[config.mk]
export PLATFORM = sky130hd
export DESIGN_NAME = base64_stream_encoder
export DESIGN_NICKNAME = d
export VERILOG_FILES = /design/src/rtl/b64e_pkg.sv /design/src/rtl/b64e_front.sv /design/src/rtl/b64e_fifo.sv /design/src/rtl/b64e_back.sv /design/src/rtl/base64_stream_encoder.sv
export VERILOG_INCLUDE_DIRS = /design/src /design/src/rtl
export SDC_FILE = /design/constraint.sdc
export NUM_CORES = 1
export LEC_CHECK = 0
export BUFFER_PORTS_ARGS = -buffer_cell sky130_fd_sc_hd__buf_4
export CAP_MARGIN = 30
export CORE_MARGIN = 2
export CORE_UTILIZATION = 56
export DETAILED_ROUTE_END_ITERATION = 8
export PLACE_DENSITY = 0.8
export SKIP_LAST_GASP = 1
export SLEW_MARGIN = 20
export SYNTH_ARGS = -nofsm -noshare
export SYNTH_HDL_FRONTEND = slang
export SYNTH_SLANG_ARGS = --single-unit
[constraint.sdc]
create_clock -name clk -period 2.3 [get_ports clk]
set_clock_uncertainty 0.15 [all_clocks]
set_input_delay 0.23 -clock clk [delete_from_list [all_inputs] [get_ports clk]]
set_output_delay 0.23 -clock clk [all_outputs]
set_load 0.01 [all_outputs]
[src/rtl/assert_macros.svh]
// Assertion helpers shared by the RTL.
// Each check is sampled on the rising edge of clk.
// Each check is disabled while arst_n is low.
`ifndef ASSERT_MACROS_SVH
`define ASSERT_MACROS_SVH

// Check that prop holds at every clock edge.
`define B64E_ASSERT(lbl, prop, msg) \
	lbl: assert property (@(posedge clk) disable iff (!arst_n) (prop)) else $error(msg);

// Check that cond never holds.
`define B64E_NEVER(lbl, cond, msg) \
	lbl: assert property (@(posedge clk) disable iff (!arst_n) !(cond)) else $error(msg);

`endif

[src/rtl/b64e_pkg.sv]
`timescale 1ns / 1ps
package b64e_pkg;

	localparam logic [7:0] PAD_CHAR = 8'h3D;

	// One queued job: up to four characters from one input byte.
	typedef struct packed {
		logic [3:0][7:0] chars;
		logic [1:0]      cnt_m1;   // number of characters minus one
		logic            last;     // job ends the message
	} job_t;

	typedef struct packed {
		logic full;
		logic empty;
	} fifo_stat_t;

	// Map a 6-bit value to its character in the standard alphabet.
	function automatic logic [7:0] enc_char(input logic [5:0] v);
		logic [7:0] w;
		logic [7:0] c;
		w = {2'b00, v};
		if (v < 6'd26) begin
			c = 8'h41 + w;
		end else if (v < 6'd52) begin
			c = 8'h61 + w - 8'd26;
		end else if (v < 6'd62) begin
			c = 8'h30 + w - 8'd52;
		end else if (v == 6'd62) begin
			c = 8'h2B;
		end else begin
			c = 8'h2F;
		end
		return c;
	endfunction

endpackage

[src/rtl/b64e_front.sv]
`timescale 1ns / 1ps
module b64e_front (
	input  logic              clk,
	input  logic              arst_n,
	input  logic              s_tvalid,
	output logic              s_tready,
	input  logic [7:0]        s_tdata,   // [7:0] data_byte
	input  logic              s_tlast,   // end_of_message
	input  b64e_pkg::fifo_stat_t fifo_stat,
	output logic              push,
	output b64e_pkg::job_t    job,
	output logic [1:0]        phase
);
	import b64e_pkg::*;

	logic [3:0] pending_q;
	logic [1:0] phase_q;
	logic [3:0] pending_d;
	logic [1:0] phase_d;
	logic [7:0] b;

	assign b        = s_tdata;
	assign s_tready = !fifo_stat.full;
	assign push     = s_tvalid && s_tready;
	assign phase    = phase_q;

	// Classify the byte by group position and build its characters.
	always_comb begin
		job.chars  = '{default: PAD_CHAR};
		job.cnt_m1 = 2'd0;
		job.last   = s_tlast;
		pending_d  = 4'd0;
		phase_d    = 2'd0;
		unique case (phase_q)
			2'd1: begin
				job.chars[0] = enc_char({pending_q[1:0], b[7:4]});
				pending_d    = b[3:0];
				phase_d      = 2'd2;
				if (s_tlast) begin
					job.chars[1] = enc_char({b[3:0], 2'b00});
					job.cnt_m1   = 2'd2;
				end
			end
			2'd2: begin
				job.chars[0] = enc_char({pending_q, b[7:6]});
				job.chars[1] = enc_char(b[5:0]);
				job.cnt_m1   = 2'd1;
			end
			default: begin
				// an unreachable phase three counts as a fresh group
				job.chars[0] = enc_char(b[7:2]);
				pending_d    = {2'b00, b[1:0]};
				phase_d      = 2'd1;
				if (s_tlast) begin
					job.chars[1] = enc_char({b[1:0], 4'b0000});
					job.cnt_m1   = 2'd3;
				end
			end
		endcase
		if (s_tlast) begin
			pending_d = 4'd0;
			phase_d   = 2'd0;
		end
	end

	always_ff @(posedge clk or negedge arst_n) begin
		if (!arst_n) begin
			pending_q <= 4'd0;
			phase_q   <= 2'd0;
		end else if (push) begin
			pending_q <= pending_d;
			phase_q   <= phase_d;
		end
	end

endmodule

[src/rtl/b64e_fifo.sv]
`timescale 1ns / 1ps
module b64e_fifo #(
	parameter int DEPTH = 4
) (
	input  logic                 clk,
	input  logic                 arst_n,
	input  logic                 push,
	input  b64e_pkg::job_t       wr_job,
	input  logic                 pop,
	output b64e_pkg::job_t       rd_job,
	output b64e_pkg::fifo_stat_t stat
);
	import b64e_pkg::*;

	localparam int AW = (DEPTH > 1) ? $clog2(DEPTH) : 1;
	localparam int CW = $clog2(DEPTH + 1);

	job_t          mem [DEPTH];
	logic [AW-1:0] wr_ptr_q;
	logic [AW-1:0] rd_ptr_q;
	logic [CW-1:0] count_q;
	logic          do_push;
	logic          do_pop;

	assign stat.full  = (count_q == CW'(DEPTH));
	assign stat.empty = (count_q == '0);
	assign do_push    = push && !stat.full;
	assign do_pop     = pop && !stat.empty;
	assign rd_job     = mem[rd_ptr_q];

	always_ff @(posedge clk) begin
		if (do_push) begin
			mem[wr_ptr_q] <= wr_job;
		end
	end

	always_ff @(posedge clk or negedge arst_n) begin
		if (!arst_n) begin
			wr_ptr_q <= '0;
			rd_ptr_q <= '0;
			count_q  <= '0;
		end else begin
			if (do_push) begin
				wr_ptr_q <= (wr_ptr_q == AW'(DEPTH - 1)) ? '0 : wr_ptr_q + 1'b1;
			end
			if (do_pop) begin
				rd_ptr_q <= (rd_ptr_q == AW'(DEPTH - 1)) ? '0 : rd_ptr_q + 1'b1;
			end
			if (do_push && !do_pop) begin
				count_q <= count_q + 1'b1;
			end else if (do_pop && !do_push) begin
				count_q <= count_q - 1'b1;
			end
		end
	end

endmodule

[src/rtl/b64e_back.sv]
`timescale 1ns / 1ps
module b64e_back (
	input  logic                 clk,
	input  logic                 arst_n,
	input  b64e_pkg::job_t       rd_job,
	input  b64e_pkg::fifo_stat_t fifo_stat,
	output logic                 pop,
	output logic                 m_tvalid,
	input  logic                 m_tready,
	output logic [7:0]           m_tdata,   // [7:0] code_char
	output logic                 m_tlast    // final_char
);
	import b64e_pkg::*;

	job_t       job_q;
	logic       job_v_q;
	logic [1:0] idx_q;
	logic       m_tvalid_q;
	logic [7:0] char_q;
	logic       last_q;
	logic       out_free;
	logic       emit;
	logic       done;

	assign out_free = !m_tvalid_q || m_tready;
	assign emit     = job_v_q && out_free;
	assign done     = emit && (idx_q == job_q.cnt_m1);
	assign pop      = !fifo_stat.empty && (!job_v_q || done);

	assign m_tvalid = m_tvalid_q;
	assign m_tdata  = char_q;
	assign m_tlast  = last_q;

	always_ff @(posedge clk or negedge arst_n) begin
		if (!arst_n) begin
			job_v_q    <= 1'b0;
			idx_q      <= 2'd0;
			m_tvalid_q <= 1'b0;
		end else begin
			if (pop) begin
				job_v_q <= 1'b1;
				idx_q   <= 2'd0;
			end else if (done) begin
				job_v_q <= 1'b0;
			end else if (emit) begin
				idx_q <= idx_q + 2'd1;
			end
			if (emit) begin
				m_tvalid_q <= 1'b1;
			end else if (m_tready) begin
				m_tvalid_q <= 1'b0;
			end
		end
	end

	always_ff @(posedge clk) begin
		if (pop) begin
			job_q <= rd_job;
		end
		if (emit) begin
			char_q <= job_q.chars[idx_q];
			last_q <= job_q.last && (idx_q == job_q.cnt_m1);
		end
	end

endmodule

[src/rtl/base64_stream_encoder.sv]
`timescale 1ns / 1ps
// Streaming base64 encoder (standard alphabet, '=' padding). Each input transfer
// carries one message byte, with tlast on the message's final byte; each output
// transfer carries one ASCII character, with tlast on the message's final
// character. A byte yields one or two characters, and the final byte yields two
// to four, padded to a multiple of four characters per message. The front end
// takes one byte per cycle while its job queue (FIFO_DEPTH entries) has room.
// The back end sends one character per cycle while m_tready allows, so the
// output port sets the sustained rate on long messages. A byte passes the job
// queue, job register and character register on its way out. No reset pass.
module base64_stream_encoder #(
	parameter int FIFO_DEPTH = 4
) (
	input  logic       clk,
	input  logic       arst_n,
	input  logic       s_tvalid,
	output logic       s_tready,
	input  logic [7:0] s_tdata,   // [7:0] data_byte
	input  logic       s_tlast,   // end_of_message
	output logic       m_tvalid,
	input  logic       m_tready,
	output logic [7:0] m_tdata,   // [7:0] code_char
	output logic       m_tlast    // final_char
);
	import b64e_pkg::*;

	`include "assert_macros.svh"

	job_t       wr_job;
	job_t       rd_job;
	fifo_stat_t fifo_stat;
	logic       push;
	logic       pop;
	logic [1:0] phase;

	// Front end: track group position, turn each byte into a character job.
	b64e_front u_front (
		.clk       (clk),
		.arst_n    (arst_n),
		.s_tvalid  (s_tvalid),
		.s_tready  (s_tready),
		.s_tdata   (s_tdata),
		.s_tlast   (s_tlast),
		.fifo_stat (fifo_stat),
		.push      (push),
		.job       (wr_job),
		.phase     (phase)
	);

	// Job queue: decouple byte intake from character output.
	b64e_fifo #(
		.DEPTH (FIFO_DEPTH)
	) u_fifo (
		.clk    (clk),
		.arst_n (arst_n),
		.push   (push),
		.wr_job (wr_job),
		.pop    (pop),
		.rd_job (rd_job),
		.stat   (fifo_stat)
	);

	// Back end: send the characters of each job one per cycle while m_tready allows.
	b64e_back u_back (
		.clk       (clk),
		.arst_n    (arst_n),
		.rd_job    (rd_job),
		.fifo_stat (fifo_stat),
		.pop       (pop),
		.m_tvalid  (m_tvalid),
		.m_tready  (m_tready),
		.m_tdata   (m_tdata),
		.m_tlast   (m_tlast)
	);

	// A message's last byte restarts the group.
	`B64E_ASSERT(a_eom_restart, (s_tvalid && s_tready && s_tlast) |=> (phase == 2'd0), "group not restarted after end of message")
	// A third byte closes the group.
	`B64E_ASSERT(a_group_close, (s_tvalid && s_tready && (phase == 2'd2)) |=> (phase == 2'd0), "group not closed after third byte")
	// The queue is never both full and empty.
	`B64E_NEVER(a_fifo_stat, (fifo_stat.full && fifo_stat.empty), "queue status inconsistent")
	// The back end never pulls from an empty queue.
	`B64E_NEVER(a_no_empty_pop, (pop && fifo_stat.empty), "pop from empty queue")

endmodule
==> PnR_summary.wiki, run 1 <==
{| class="wikitable"
! Metric !! Value
|-
| Synth Area in Compound Gates || 0.140
|-
| Data arrival at the endpoint of the critical path || roughly 2.5 ns
|-
| Critical-path cell list || xnor2_2 > nand3_1 > nand2_2 > o31ai_4 > ha_2 > inv_1 > fa_2 > xor2_1 > nor2_1 > xor2_1
|-
| H-tree Lvls || 4
|-
| Initial Utilization || 0.568
|-
| Power density over the cells || 1280 nW/um^2
|-
| Adder and majority cell fraction of the synthesized area || 0.0587
|-
| Die Wd || 114 um
|-
| Most repeated library cell on the critical path || sky130_fd_sc_hd__xor2_1
|-
| Via count of the routed design || roughly 5300
|-
| Netlist area before placement || about 6700 um^2
|-
| Start-to-end type of the worst setup path || flip-flop to flip-flop
|-
| Slew of the pin with the lowest slew margin || about 0.53 ns
|-
| Setup TNS || 0 ns
|-
| Endpoint type of the worst setup path || flip-flop
|-
| Global routing usage summed across all routing layers || 0.291
|-
| Number of buffers added by the clock tree synthesis step || 17
|-
| Final hold viol count || 0
|-
| IO Pins || 24
|-
| Initial antenna violation count || 0
|-
| Top cell type's share of synthesized area || 0.464
|-
| Critical path required time || 2.49 ns
|-
| Worst-case clock buffer depth || 2
|-
| Clock latency on the worst-skew pair || between 0.4 and 0.5 ns
|-
| Number of remaining DRC errors || 0
|-
| Final worst slack || about 0.022 ns
|-
| Die Area || between 10000 and 15000 um^2
|-
| Clock root cell || sky130_fd_sc_hd__clkbuf_16
|-
| Worst setup timing slack at the placement stage || -0.103 ns
|-
| Number of buffer and inverter instances along the worst setup path || 1
|-
| Share of flip-flops with an asynchronous set or reset after synthesis || 0.140
|-
| Main combinational cell family by area after synthesis || compound AO/OA/AOI/OAI gates
|-
| Total of endpoints with negative setup slack in the final report || 0
|-
| Multi-input gate area || 3050 um^2
|-
| Leakage power || between 3 and 4 nW
|-
| Xor and xnor fraction of the mapped netlist area || 0.0364
|-
| Multiplexer share of the synthesized area || 0.0845
|-
| Congestion Overflow GR || 0
|-
| Fmax || ~0.44 GHz
|-
| Max transition margin || 0.645
|-
| First-pass GRT wire length || ~28 mm
|-
| Count of standard-cell rows || 40
|-
| Number of cells produced by synthesis || 559
|-
| Clock slew seen by the registers of the worst setup and hold paths || roughly 0.060 ns
|-
| Filler Cell Count || between 800 and 900
|-
| Most repeated cell in the gate-level netlist after synthesis || sky130_fd_sc_hd__edfxtp_1
|-
| TritonCTS clock tree || yes
|-
| Number of input and output port buffers inserted || 23
|-
| Layout net count || ~700
|-
| Area of all sequential standard cells || ~3600 um^2
|-
| Synth cell count leaders || sky130_fd_sc_hd__edfxtp_1 (104), sky130_fd_sc_hd__nand2_1 (37), sky130_fd_sc_hd__o21ai_0 (35)
|-
| Number of warnings printed during yosys synthesis || 0
|-
| Largest net degree at the start of global routing || 23
|-
| Number of diodes added for antenna fixing || 0
|-
| Die span in y || between 100 and 150 um
|-
| #FFs+latches synth || between 100 and 150
|-
| Synth-to-layout area growth || 24.3%
|-
| Vias/cell || around 6.4
|-
| Min-delay worst type || primary input to asynchronous set/reset pin
|-
| Unrepaired setup endpoints after global routing || true
|-
| Biggest cell delay along the critical path || approximately 0.43 ns
|-
| Netlist cell types || 65
|-
| First-pass iteration count of the detailed router || 5
|-
| Count of antenna-violating nets left after detailed routing || 0
|-
| Crit-path leading delay family || adder cells
|-
| Gpl congestion || roughly 0.95
|-
| Maximum ir drop on the vdd rail || about 0.65 mV
|-
| Starting DRT DRC Count || approximately 500
|-
| Share of final-layout standard cells stronger than drive strength 1 || 0.304
|-
| Half-perimeter wire length after placement || between 10 and 15 mm
|-
| WL/cell || approximately 23 um
|-
| Shortest clock period the worst path allows after layout || ~2.3 ns
|-
| Synthesized net count || roughly 600
|-
| Largest cells by area after synthesis || sky130_fd_sc_hd__edfxtp_1 (46%), sky130_fd_sc_hd__mux4_2 (6.4%), sky130_fd_sc_hd__dfrtp_1 (6.3%)
|-
| Maximum net fanout on the critical path || 2
|-
| Sequential-to-total area share from yosys stat || 0.527
|-
| Number of slew-limit violations in the final report || 0
|-
| Final Cycle Share || 0.990
|-
| Number of enable-type register cells in the synthesized netlist || 104
|-
| Routed wire length || between 15 and 20 mm
|-
| Kind of start point of the critical path || flip-flop
|-
| Clock sink total || between 100 and 150
|-
| Result of the run || finished clean
|-
| Simple-gate share of the synthesized area || 0.115
|-
| Vias in the first global route || 5183
|-
| Slowest cell on the critical path || sky130_fd_sc_hd__edfxtp_1
|-
| Yosys top cell by area || sky130_fd_sc_hd__edfxtp_1
|-
| Max-cap violations || 0
|-
| Core Region || approximately 12000 um^2
|-
| Predominant post-synthesis flop cell || sky130_fd_sc_hd__edfxtp_1
|-
| Per-instance average area after synthesis || ~12 um^2
|}
-- logic make-up after synthesis --
| logic type | count (synthesis) |
|---|---|
| simple gates | 151 |
| compound gates | 140 |
| flops | 121 |
| buf+inv | 56 |
| mux | 32 |
| fa+ha+maj | 31 |
| xor+xnor | 28 |
-- where the power goes --
group	total, mW	leakage (nW)	internal [mW]	switching [mW]
Clock	2.80	0.305	1.82	0.981
Sequential	3.87	1.16	3.50	0.364
Combinational	4.04	1.73	1.75	2.30
-- per-layer routing --
metal | track usage | wire length (um) | up-vias
met2 | 0.515 | 9900 | 272
met1 | 0.353 | 7130 | 2594
li1 | - | - | 2334
met3 | 0.0499 | 1070 | 51
met5 | 0 | 0 | -
met4 | 0.123 | 634 | 0
-- flip-flops by register name (all words and copies together) (netlist names) --
register / count
u_back.idx_q: 2
u_fifo.mem: 76
u_back.m_tdata: 8
u_back.m_tlast: 1
u_front.pending_q: 4
u_back.m_tvalid: 1
u_fifo.wr_ptr_q: 2
u_back.job_q: 19
u_front.phase: 2
u_fifo.count_q: 3
u_fifo.rd_ptr_q: 2
u_back.job_v_q: 1
-- through the flow --
step	hold WS [ns]	power, mW	cells	util	area [um^2]
final	0.0909	10.7	817	0.706	8370
after floorplan	-0.216	6.10	559	-	6750
after CTS	0.0863	10.4	809	0.694	8230
after global routing	0.102	11.1	817	0.706	8370
after detailed placement	-0.00965	7.43	774	0.634	7520
after global placement	-0.0162	7.18	773	0.633	7510
-- final cells by class --
class,count,area share
sequential,121,0.424
timing repair buffer,110,0.104
inverter,25,0.0115
tap,147,0.0220
multi-input combinational,382,0.364
clock buffer,18,0.0512
clock inverter,14,0.0233
-- timing repair --
action,CTS,global route
endpoints found under the setup margin,14,38
buffers inserted,0,6
endpoints found under the hold margin,22,0
hold buffers,3,0
gates resized for setup,13,19
pin swaps,2,8
-- cells in the final DEF (no fill, tap or decap), drive strengths merged, types with 9 or more instances in the layout --
master	count
clkbuf	18
nand2b	10
nand4	9
a21o	9
dfrtp	17
nor3	11
nor2b	13
inv	28
ha	30
a21oi	28
o21ai	38
nor2	27
mux2	9
edfxtp	104
xnor2	21
buf	107
mux4	19
nand2	37
nand3	21
a211o	9
-- final timing paths --
check                                           start                          endpoint  slack, ns  depth (start not counted)
setup / recovery            u_back.job_q[2]$_DFFE_PP_     u_fifo.count_q[2]$_DFFE_PN0P_       0.02                         10
hold reg to reg            u_back.job_q[16]$_DFFE_PP_       u_back.m_tdata[5]$_DFFE_PP_       0.37                          1
setup reg to reg            u_back.job_q[2]$_DFFE_PP_     u_fifo.count_q[2]$_DFFE_PN0P_       0.02                         10
min in group clk                           s_tdata[1]  u_front.pending_q[1]$_DFFE_PN0P_       0.13                          3
hold / removal                                 arst_n       u_back.idx_q[1]$_DFFE_PN0P_       0.09                          2
max in group asynchronous                      arst_n  u_front.pending_q[1]$_DFFE_PN0P_       1.65                          2
(Power assumes the default switching activity.)
==> run 2: changes to the inputs <==
Settings changed: RECOVER_POWER set to 100.
==> PnR_summary.wiki, run 2 (synthesized netlist as in run 1, its figures left out) <==
{| class="wikitable"
! Metric !! Value
|-
| Die Area || 12900 um^2 (unchanged)
|-
| Number of cells on the worst reg-to-reg path || 10 (unchanged)
|-
| Congestion Overflow GR || 0 (unchanged)
|-
| Filler Cell Count || 825 (+0.12%)
|-
| Die Wd || 114 um (unchanged)
|-
| Most repeated library cell on the critical path || sky130_fd_sc_hd__xor2_1
|-
| Shortest clock period the worst path allows after layout || 2.28 ns (+0.00200 ns)
|-
| First-pass GRT wire length || 28.1 mm (unchanged)
|-
| Initial Utilization || 0.568 (unchanged)
|-
| Half-perimeter wire length after placement || 12.1 mm (unchanged)
|-
| Leading cell types in the layout, fill and taps excluded || sky130_fd_sc_hd__edfxtp_1 (104), sky130_fd_sc_hd__buf_4 (102), sky130_fd_sc_hd__nand2_1 (35), sky130_fd_sc_hd__o21ai_0 (35)
|-
| Critical path required time || 2.48 ns (about the same)
|-
| Max-cap violations || 0 (unchanged)
|-
| Largest net degree at the start of global routing || 23 (unchanged)
|-
| Gpl congestion || 0.951 (unchanged)
|-
| Routed wire length || 18.7 mm (-0.15%)
|-
| Count of standard-cell rows || 40 (unchanged)
|-
| Endpoint type of the worst setup path || flip-flop
|-
| Number of input and output port buffers inserted || 23 (unchanged)
|-
| Core Region || 11900 um^2 (unchanged)
|-
| Maximum net fanout on the critical path || 2 (unchanged)
|-
| Critical-path cell list || xnor2_2 > nand3_1 > nand2_2 > o31ai_4 > ha_2 > inv_1 > fa_2 > xor2_1 > nor2_1 > xor2_1
|-
| Starting DRT DRC Count || 497 (-0.40%)
|-
| Vias in the first global route || 5183 (unchanged)
|-
| Final cell utilization of the core || 0.706 (about the same)
|-
| Slowest cell on the critical path || sky130_fd_sc_hd__edfxtp_1
|-
| Final Cycle Share || 0.991 (about the same)
|-
| Vias/cell || 6.39 (-0.61%)
|-
| Data arrival at the endpoint of the critical path || 2.46 ns (about the same)
|-
| Overall power consumption || 10.7 mW (about the same)
|-
| Slew of the pin with the lowest slew margin || 1.19 ns (+0.662 ns)
|-
| Number of buffers added by the clock tree synthesis step || 17 (unchanged)
|-
| First-pass iteration count of the detailed router || 5 (unchanged)
|-
| Final hold viol count || 0 (unchanged)
|-
| Fmax || 0.439 GHz (about the same)
|-
| Number of diodes added for antenna fixing || 0 (unchanged)
|-
| WL/cell || 22.9 um (-0.15%)
|-
| Via count of the routed design || 5219 (-0.61%)
|-
| Number of remaining DRC errors || 0 (unchanged)
|-
| TritonCTS clock tree || yes
|-
| Flip-flop count of the largest register after layout || 76 (unchanged)
|-
| Min-delay worst type || primary input to flip-flop
|-
| Leakage power || 3.20 nW (-0.11%)
|-
| Crit-path leading delay family || adder cells
|-
| H-tree Lvls || 4 (unchanged)
|-
| Number of buffer and inverter instances along the worst setup path || 1 (unchanged)
|-
| Number of slew-limit violations in the final report || 0 (unchanged)
|-
| Share of final-layout standard cells stronger than drive strength 1 || 0.303 (-0.00149)
|-
| Global routing usage summed across all routing layers || 0.291 (unchanged)
|-
| IO Pins || 24 (unchanged)
|-
| Number of logic stages on the critical path including buffering || 10 (unchanged)
|-
| Maximum ir drop on the vdd rail || 0.651 mV (-0.25%)
|-
| Final non-filler cell total || 817 (unchanged)
|-
| Kind of start point of the critical path || flip-flop
|-
| Start-to-end type of the worst setup path || flip-flop to flip-flop
|-
| Result of the run || finished clean
|-
| Register containing the most flip-flops in the final layout || u_fifo.mem
|-
| Clock slew seen by the registers of the worst setup and hold paths || 0.06 ns (about the same)
|-
| Clock sink total || 121 (unchanged)
|-
| Die span in y || 114 um (unchanged)
|-
| Synth-to-layout area growth || 24.3% (about the same)
|-
| Count of antenna-violating nets left after detailed routing || 0 (unchanged)
|-
| Unrepaired setup endpoints after global routing || true
|-
| Cell total after placement || 774 (unchanged)
|-
| Layout net count || 701 (unchanged)
|-
| Total of endpoints with negative setup slack in the final report || 0 (unchanged)
|-
| Worst-case clock buffer depth || 2 (unchanged)
|-
| Clock root cell || sky130_fd_sc_hd__clkbuf_16
|-
| Max transition margin || 0.205 (-0.440)
|-
| Clock latency on the worst-skew pair || 0.42 ns (about the same)
|-
| Power density over the cells || 1280 nW/um^2 (about the same)
|-
| Hold depth || 3
|-
| Biggest cell delay along the critical path || 0.43 ns (about the same)
|-
| Initial antenna violation count || 0 (unchanged)
|-
| Most common cell after layout, fill and taps aside || sky130_fd_sc_hd__edfxtp_1
|}
run 2: cell types whose count changed in the layout (fill, tap and decap cells not counted), sizes merged:
cell,change
clkbuf,+1
buf,-1
run 2: through the flow:
step	hold slack, ns	instance area [um^2]	worst slack, ns	setup TNS, ns
2_1_floorplan	-0.216	6750	0.00639	0
3_3_place_gp	-0.0162	7510	-0.0816	-0.549
3_5_place_dp	-0.00965	7520	-0.103	-0.945
4_1_cts	0.0863	8230	0.0146	0
5_1_grt	0.107	8370	-0.0730	-0.160
6_report	0.135	8370	0.0199	0
run 2: report_power, final:
part	total, mW	internal, mW	switching (mW)	leakage [nW]
combinational	4.04	1.75	2.30	1.73
clock	2.80	1.82	0.981	0.305
sequential	3.86	3.50	0.363	1.16
run 2: metal layers:
| metal | wire (um) | GRT usage | part of all wire | vias up |
|---|---|---|---|---|
| met4 | 602 | 0.123 | 0.032 | 0 |
| met5 | 0 | 0 | 0 | - |
| li1 | - | - | - | 2334 |
| met1 | 7080 | 0.353 | 0.38 | 2563 |
| met2 | 9920 | 0.515 | 0.53 | 274 |
| met3 | 1110 | 0.0499 | 0.059 | 48 |
run 2: final cells by class:
type                            count  area [um^2]  area share
Sequential cell                   121         3550       0.425
Multi-Input combinational cell    382         3050       0.364
Timing Repair Buffer              110          865       0.103
Clock buffer                       18          429      0.0513
Clock inverter                     14          195      0.0233
Tap cell                          147          184      0.0220
Inverter                           25         96.3      0.0115
run 2: worst paths after layout:
kind | startpoint | endpoint | slack, ns
setup / recovery | u_back.job_q[2]$_DFFE_PP_ | u_fifo.count_q[2]$_DFFE_PN0P_ | 0.02
hold reg to reg | u_back.job_q[16]$_DFFE_PP_ | u_back.m_tdata[5]$_DFFE_PP_ | 0.37
min in group asynchronous | arst_n | u_back.idx_q[1]$_DFFE_PN0P_ | 0.43
max in group asynchronous | arst_n | u_front.pending_q[1]$_DFFE_PN0P_ | 0.76
hold / removal | s_tdata[1] | u_front.pending_q[1]$_DFFE_PN0P_ | 0.14
setup reg to reg | u_back.job_q[2]$_DFFE_PP_ | u_fifo.count_q[2]$_DFFE_PN0P_ | 0.02
run 2: worst min-delay path, delay by kind of cell:
kind | cells | cell delay, ns
AO/OA/AOI/OAI | 1 | 0.17
buffers and inverters | 1 | 0.13
AND/OR/NAND/NOR | 1 | 0.09
run 2: timing repair:
action,CTS,global route
hold buffers,3,0
pin swaps,2,8
setup endpoints to repair,14,38
gates cloned,0,0
buffers inserted,0,6
endpoints found under the hold margin,22,0
gates resized for setup,13,19
